$ cat config.mk
export PLATFORM = sky130hd
export DESIGN_NAME = ffa_ctrl
export DESIGN_NICKNAME = d
export VERILOG_FILES = /design/src/hw/rtl/ffa_pkg.sv /design/src/hw/rtl/ffa_ctrl.sv
export VERILOG_INCLUDE_DIRS = /design/src /design/src/hw/rtl
export SDC_FILE = /design/constraint.sdc
export NUM_CORES = 1
export LEC_CHECK = 0
export BUFFER_PORTS_ARGS = -buffer_cell sky130_fd_sc_hd__buf_2
export CELL_PAD_IN_SITES_DETAIL_PLACEMENT = 1
export CELL_PAD_IN_SITES_GLOBAL_PLACEMENT = 2
export CORE_UTILIZATION = 22
export DETAILED_ROUTE_END_ITERATION = 10
export PLACE_DENSITY_LB_ADDON = 0.25
export SLEW_MARGIN = 15
export SYNTH_ARGS = -nofsm -noshare
export SYNTH_HDL_FRONTEND = slang
export SYNTH_SLANG_ARGS = --single-unit
$ cat constraint.sdc
create_clock -name clk -period 4 [get_ports clk]
set_input_delay 0.8 -clock clk [delete_from_list [all_inputs] [get_ports clk]]
set_output_delay 0.8 -clock clk [all_outputs]
set_load 0.01 [all_outputs]
$ cat src/hw/rtl/first_fit_aligned_heap_allocator_unit_defines.svh
// assertion macros shared by the allocator modules
// needs a clock named clk and an active-low reset named rst_n in scope
`ifndef FIRST_FIT_ALIGNED_HEAP_ALLOCATOR_UNIT_DEFINES_SVH
`define FIRST_FIT_ALIGNED_HEAP_ALLOCATOR_UNIT_DEFINES_SVH

// same-cycle implication
`define FFA_ASSERT_NOW(label, ante, cons, msg) \
  label: assert property (@(posedge clk) disable iff (!rst_n) (ante) |-> (cons)) \
    else $error(msg);

// next-cycle implication
`define FFA_ASSERT_NEXT(label, ante, cons, msg) \
  label: assert property (@(posedge clk) disable iff (!rst_n) (ante) |=> (cons)) \
    else $error(msg);

`endif

$ cat src/hw/rtl/ffa_pkg.sv
// shared types and constants of the first-fit heap allocator
// no dependencies
package ffa_pkg;

  localparam int MAX_BLOCKS   = 64;
  localparam int HEADER_BYTES = 12;
  localparam int SLOT_W       = $clog2(MAX_BLOCKS);
  localparam int CNT_W        = $clog2(MAX_BLOCKS + 1);

  typedef enum logic [2:0] {
    ST_OK       = 3'd0,
    ST_BAD      = 3'd1,
    ST_FULL     = 3'd2,
    ST_MISSING  = 3'd3,
    ST_OVERFLOW = 3'd4
  } status_t;

  typedef enum logic {
    CMD_ALLOC = 1'b0,
    CMD_FREE  = 1'b1
  } command_t;

  typedef enum logic [3:0] {
    S_IDLE,
    S_START,
    S_ACAND,
    S_ACHECK,
    S_FIND,
    S_COMMIT1,
    S_COMMIT2,
    S_FREAD,
    S_FCHECK,
    S_DONE
  } state_t;

  // controller to datapath
  typedef struct packed {
    logic    load;
    logic    cand;
    logic    step;
    logic    scan;
    logic    commit1;
    logic    commit2;
    logic    free_commit;
    logic    set_res;
    status_t res_status;
    logic    out_load;
  } ctrl_cmd_t;

  // datapath to controller
  typedef struct packed {
    logic is_free;
    logic bad;
    logic full;
    logic live_zero;
    logic last;
    logic ovf;
    logic fit;
    logic fmatch;
    logic f_last;
    logic found;
  } dp_stat_t;

endpackage

$ cat src/hw/rtl/ffa_ctrl.sv
// controller state machine of the allocator
// depends on ffa_pkg and the assertion macro header
`include "first_fit_aligned_heap_allocator_unit_defines.svh"
module ffa_ctrl (
  input  logic              clk,
  input  logic              rst_n,
  input  logic              in_valid,
  output logic              in_ready,
  input  logic              out_free,
  input  ffa_pkg::dp_stat_t stat,
  output ffa_pkg::ctrl_cmd_t cmd
);
  import ffa_pkg::*;

  state_t state_r, state_nxt;

  always_ff @(posedge clk) begin
    if (!rst_n) begin
      state_r <= S_IDLE;
    end else begin
      state_r <= state_nxt;
    end
  end

  always_comb begin
    state_nxt      = state_r;
    cmd            = '0;
    cmd.res_status = ST_OK;
    in_ready       = 1'b0;
    unique case (state_r)
      S_IDLE: begin
        in_ready = 1'b1;
        if (in_valid) begin
          cmd.load  = 1'b1;
          state_nxt = S_START;
        end
      end
      S_START: begin
        priority if (stat.is_free) begin
          if (stat.live_zero) begin
            cmd.set_res    = 1'b1;
            cmd.res_status = ST_MISSING;
            state_nxt      = S_DONE;
          end else begin
            state_nxt = S_FREAD;
          end
        end else if (stat.bad) begin
          cmd.set_res    = 1'b1;
          cmd.res_status = ST_BAD;
          state_nxt      = S_DONE;
        end else if (stat.full) begin
          cmd.set_res    = 1'b1;
          cmd.res_status = ST_FULL;
          state_nxt      = S_DONE;
        end else begin
          state_nxt = S_ACAND;
        end
      end
      S_ACAND: begin
        cmd.cand  = 1'b1;
        cmd.scan  = 1'b1;
        state_nxt = S_ACHECK;
      end
      S_ACHECK: begin
        cmd.scan = 1'b1;
        priority if (stat.last) begin
          if (stat.ovf) begin
            cmd.set_res    = 1'b1;
            cmd.res_status = ST_OVERFLOW;
            state_nxt      = S_DONE;
          end else begin
            state_nxt = S_FIND;
          end
        end else if (stat.fit) begin
          state_nxt = S_FIND;
        end else begin
          cmd.step  = 1'b1;
          state_nxt = S_ACAND;
        end
      end
      S_FIND: begin
        cmd.scan = 1'b1;
        if (stat.found) begin
          state_nxt = S_COMMIT1;
        end
      end
      S_COMMIT1: begin
        cmd.commit1 = 1'b1;
        state_nxt   = S_COMMIT2;
      end
      S_COMMIT2: begin
        cmd.commit2    = 1'b1;
        cmd.set_res    = 1'b1;
        cmd.res_status = ST_OK;
        state_nxt      = S_DONE;
      end
      S_FREAD: begin
        state_nxt = S_FCHECK;
      end
      S_FCHECK: begin
        priority if (stat.fmatch) begin
          cmd.free_commit = 1'b1;
          cmd.set_res     = 1'b1;
          cmd.res_status  = ST_OK;
          state_nxt       = S_DONE;
        end else if (stat.f_last) begin
          cmd.set_res    = 1'b1;
          cmd.res_status = ST_MISSING;
          state_nxt      = S_DONE;
        end else begin
          cmd.step  = 1'b1;
          state_nxt = S_FREAD;
        end
      end
      S_DONE: begin
        if (out_free) begin
          cmd.out_load = 1'b1;
          state_nxt    = S_IDLE;
        end
      end
      default: begin
        state_nxt = S_IDLE;
      end
    endcase
  end

  `FFA_ASSERT_NEXT(a_commit_pair, state_r == S_COMMIT1, state_r == S_COMMIT2, "commit split")
  `FFA_ASSERT_NEXT(a_load_start, cmd.load, state_r == S_START, "load without start")
  `FFA_ASSERT_NOW(a_outload_done, cmd.out_load, state_r == S_DONE && out_free, "stray out load")
endmodule

; ---- Yosys cells after proc, flatten, opt, wreduce, memory -nomap -nowiden
; Index checks and enable logic that the tools add are counted.
[word_totals]
input_bits = 14
output_inout_bits = 13
latch_bits = 0
mem_bits_ro = 0
reg_bits = 4
elab_cells = 54
mem_count = 0
mem_bits_rw = 0
[op_classes]
mux = 38
n_bitwise = 0
n_shift = 0
n_addsub = 0
n_lt_le_gt_ge = 0
n_mul = 0
n_div = 0
eq_ne = 12
reduce_logical = 3
[ops]
columns = operator, count
row1 = two-way mux 4 bit, 19
row2 = case mux 4 bit (10 select lines), 1
row3 = equality test 4 x 3 -> 1 bit (second input constant), 4
row4 = case mux 4 bit (4 select lines), 1
row5 = two-way mux 1 bit, 15
row6 = equality test 4 x 2 -> 1 bit (second input constant), 2
row7 = equality test 4 bit (second input constant), 2
row8 = inequality test 2 bit (second input constant), 3
row9 = equality test 4 x 1 -> 1 bit (second input constant), 1
row10 = zero test 4 bit, 1
row11 = two-way mux 3 bit, 1
row12 = AND reduction 3 bit, 1
row13 = OR reduction 3 bit, 1
row14 = case mux 1 bit (2 select lines), 1

; ---- Depth between registers and ports, before layout
[depth]
depth_word = 4
mapped_depth = 5
ltp_nobuf = 4

; ---- Worst setup path after synthesis
; No wires, ideal clock.
[synth_path]
path_type = in2out
from = input stat[6] (netlist bit)
to = output cmd[4] (netlist bit)
path_slack_ns = 1.788
cell_stages = 4
required_time_ns = 3.200
n_path_buf = 0
t_arrival_ns = 1.412
path_cell_list = nand2b_1 > nand3_1 > o211ai_1 > or2_1
[synth_lines]
columns = element, line
row1 = from (decl), ffa_ctrl.sv:10  ; input ffa_pkg::dp_stat_t stat,
row2 = to (decl), ffa_ctrl.sv:11  ; output ffa_pkg::ctrl_cmd_t cmd

==> impl_metrics.ini <==
[run_status]
status = finished, final reports clean

[power]
peakVddDrop_v = 0.000150
leakage_uw = 0.000321
power_density_mw_per_mm2 = 525

[detailed_routing]
route.detailed.wl_per_inst_um = 12.9
drt.antenna.violating_nets = 0
drt-initial-drc-count = 6
firstDrtPassIters = 4
vias = 580
drc = 0
drt-vias-per-instance = 4.87
wl_um = 1530

[sta]
hold_ws_ps = 730
slew_violations = 0
max_freq_ghz = 0.393
rsz0062_at_grt = false
fin_tns_setup_ps = 0
worst_pin_slew_ps = 438
skew_ps = 2.46
maxSlewHeadroom_pct = 70.8
setup_viol = 0
finalCritPeriodShare_pct = 63.7
hold_viol = 0
finalWorstPathRequiredPeriod_ps = 2550

[clock_tree]
cts_resized = 0
clock-root-buffer = clkbuf_4
cts_buffers = 3
clock_latency_ps = 240
cts_tree = yes
clk_pin_slew_ps = 40
clock_sinks = 4
cts_setup_buffers = 0
cts_max_level = 1
clk_path_buf_depth = 2
hold_buffers = 0

[hold_path]
hold_class = reg2reg
min_from = state_r[3]
whs_endpoint = state_r[1]
hold_depth = 2

[setup_path]
crit_family = flip-flops
crit_chain = nor4b_2, o21ai_0, o211ai_1, or2_1, buf_2
ff2ff_path_depth = 4
cp.arrival_ps = 1750
crit_type = reg2out
r2r_setup_slack_ps = 2470
cp_max_fo = 13
reg2reg_to = state_r[1]
crit_path_top_delay_cell = dfxtp_1
r2r-start = state_r[3]
cp.required_ps = 3200
end_kind = primary output
path_depth = 5
slowest_delay_ps = 560
startpoint_type = flop
cp_num_buf_inv = 1

[synthesis]
synth_fp_nets = 81
synth_cells = 67
synth_simple_gate_area_share_pct = 44.2
yosys_warnings = 0
synth_mux_area_share_pct = 0
synth_cell_types = 35
synth_top_family_by_area = simple AND/OR/NAND/NOR gates
synth_ff_type = dfxtp_1
yosysTopAreaCell = dfxtp_1
seq_area_frac_synth_pct = 17.2
synth_compound_area_share_pct = 27.6
syn_avg_cell_area_um2 = 6.97
ys_ff_latch = 4
synthAdderAreaFrac_pct = 0
synth_edf_count = 0
syn_area_um2 = 467
async_reset_ff_share_pct = 0
synth_xor_area_share_pct = 0
synth_commonest_cells = 7 x inv_1, 6 x nor2_1, 5 x nand2b_1, 4 x a21oi_1, 4 x dfxtp_1
synthTopCellsByArea = dfxtp_1 17%, nand2b_1 6.7%, inv_1 5.6%
yosys.cell_count.top_type = inv_1
yosysTopAreaCellShare_pct = 17.2

[layout]
top_regs = state_r: 4 flops
largest_reg_flops = 4
nFillCells = 266
register_area_um2 = 80.1
final_nets = 108
areaGrowthSynthToFinish_pct = 34.6
insertedDiodeCount = 0
largest-register = state_r
layout-drive-gt1-share_pct = 34.8
multiInputGateArea_um2 = 335

[global_route]
grt_max_degree = 14
antenna_found_initial = 0
grt_pass1_vias = 525
track_usage_pct = 14.5
grt_pass1_wl_um = 2280
overflow = 0

[floorplan]
coreArea_mm2 = 0.00198
start_util_pct = 23.5
io_pins = 27
dieArea_mm2 = 0.00231
die_x_um = 48.1
die_h_um = 48.1
rows = 16

[placement]
gp_congestion = 0.740
dp_hpwl_um = 1190
numPortBuffers = 26

[job]
maxCapViolations = 0
worst reg2reg max path: cells and delay by family (launching register included):
kind	cells	cell delay, ps
and+or+nand+nor	2	640
DFF	1	560
AOI/OAI and AO/OA	2	270
worst max-delay path by stage:
stage | from | to | slack (ps)
floorplan | stat[6] | cmd[4] | 1790
global placement | stat[7] | cmd[4] | 1500
detailed placement | stat[6] | cmd[4] | 1500
CTS | state_r[3] | cmd[4] | 1420
global route | state_r[3] | cmd[4] | 1280
finish | state_r[3] | cmd[4] | 1450
power breakdown:
part	total [uW]	internal [uW]	switching, uW	leakage [uW]
combinational	184	88.5	95.9	0.000275
sequential	95.0	53.1	42.0	0.0000328
clock	50.3	33.6	16.8	0.0000138
total	330	175	155	0.000321
cell usage in the layout, fill, tap and decap left out, types with 2 or more instances in the layout:
cell type,synthesis,routed
a21oi_1,4,4
and2_1,3,3
and3_1,2,2
buf_2,2,26
clkbuf_4,0,3
dfxtp_1,4,4
inv_1,7,7
nand2_1,2,2
nand2b_1,5,5
nand3b_1,2,2
nor2_1,6,6
nor3_1,2,2
o21ai_0,3,3
o21ai_1,2,2
o22ai_1,2,2
logic make-up after synthesis:
| family | after synthesis |
|---|---|
| buffers and inverters | 11 |
| AOI/OAI and AO/OA | 19 |
| and+or+nand+nor | 33 |
| DFF | 4 |
area by class of cell:
type,instances,area share (%)
tap,27,5.38
clock buffer,3,3.59
sequential,4,12.7
multi-input combinational,52,53.4
inverter,7,4.18
timing repair buffer,26,20.7
stage by stage:
step / power [uW] / cells / area, um^2 / worst slack, ps / util, %
global route: 361 / 119 / 628 / 1280 / 31.7
floorplan: 216 / 67 / 467 / 1790 / -
global placement: 279 / 116 / 606 / 1500 / 30.6
CTS: 335 / 119 / 628 / 1420 / 31.7
finish: 330 / 119 / 628 / 1450 / 31.7
detailed placement: 282 / 116 / 606 / 1500 / 30.6
per-layer routing:
layer	share of wire (%)	GRT usage (%)	vias up	routed length, um
met5	0	0	-	0
met3	3.8	1.13	4	59
met2	48	22.4	12	740
met1	46	19.6	269	704
li1	-	-	295	-
met4	1.9	8.33	0	29
Power figures use the tool's default switching activity.
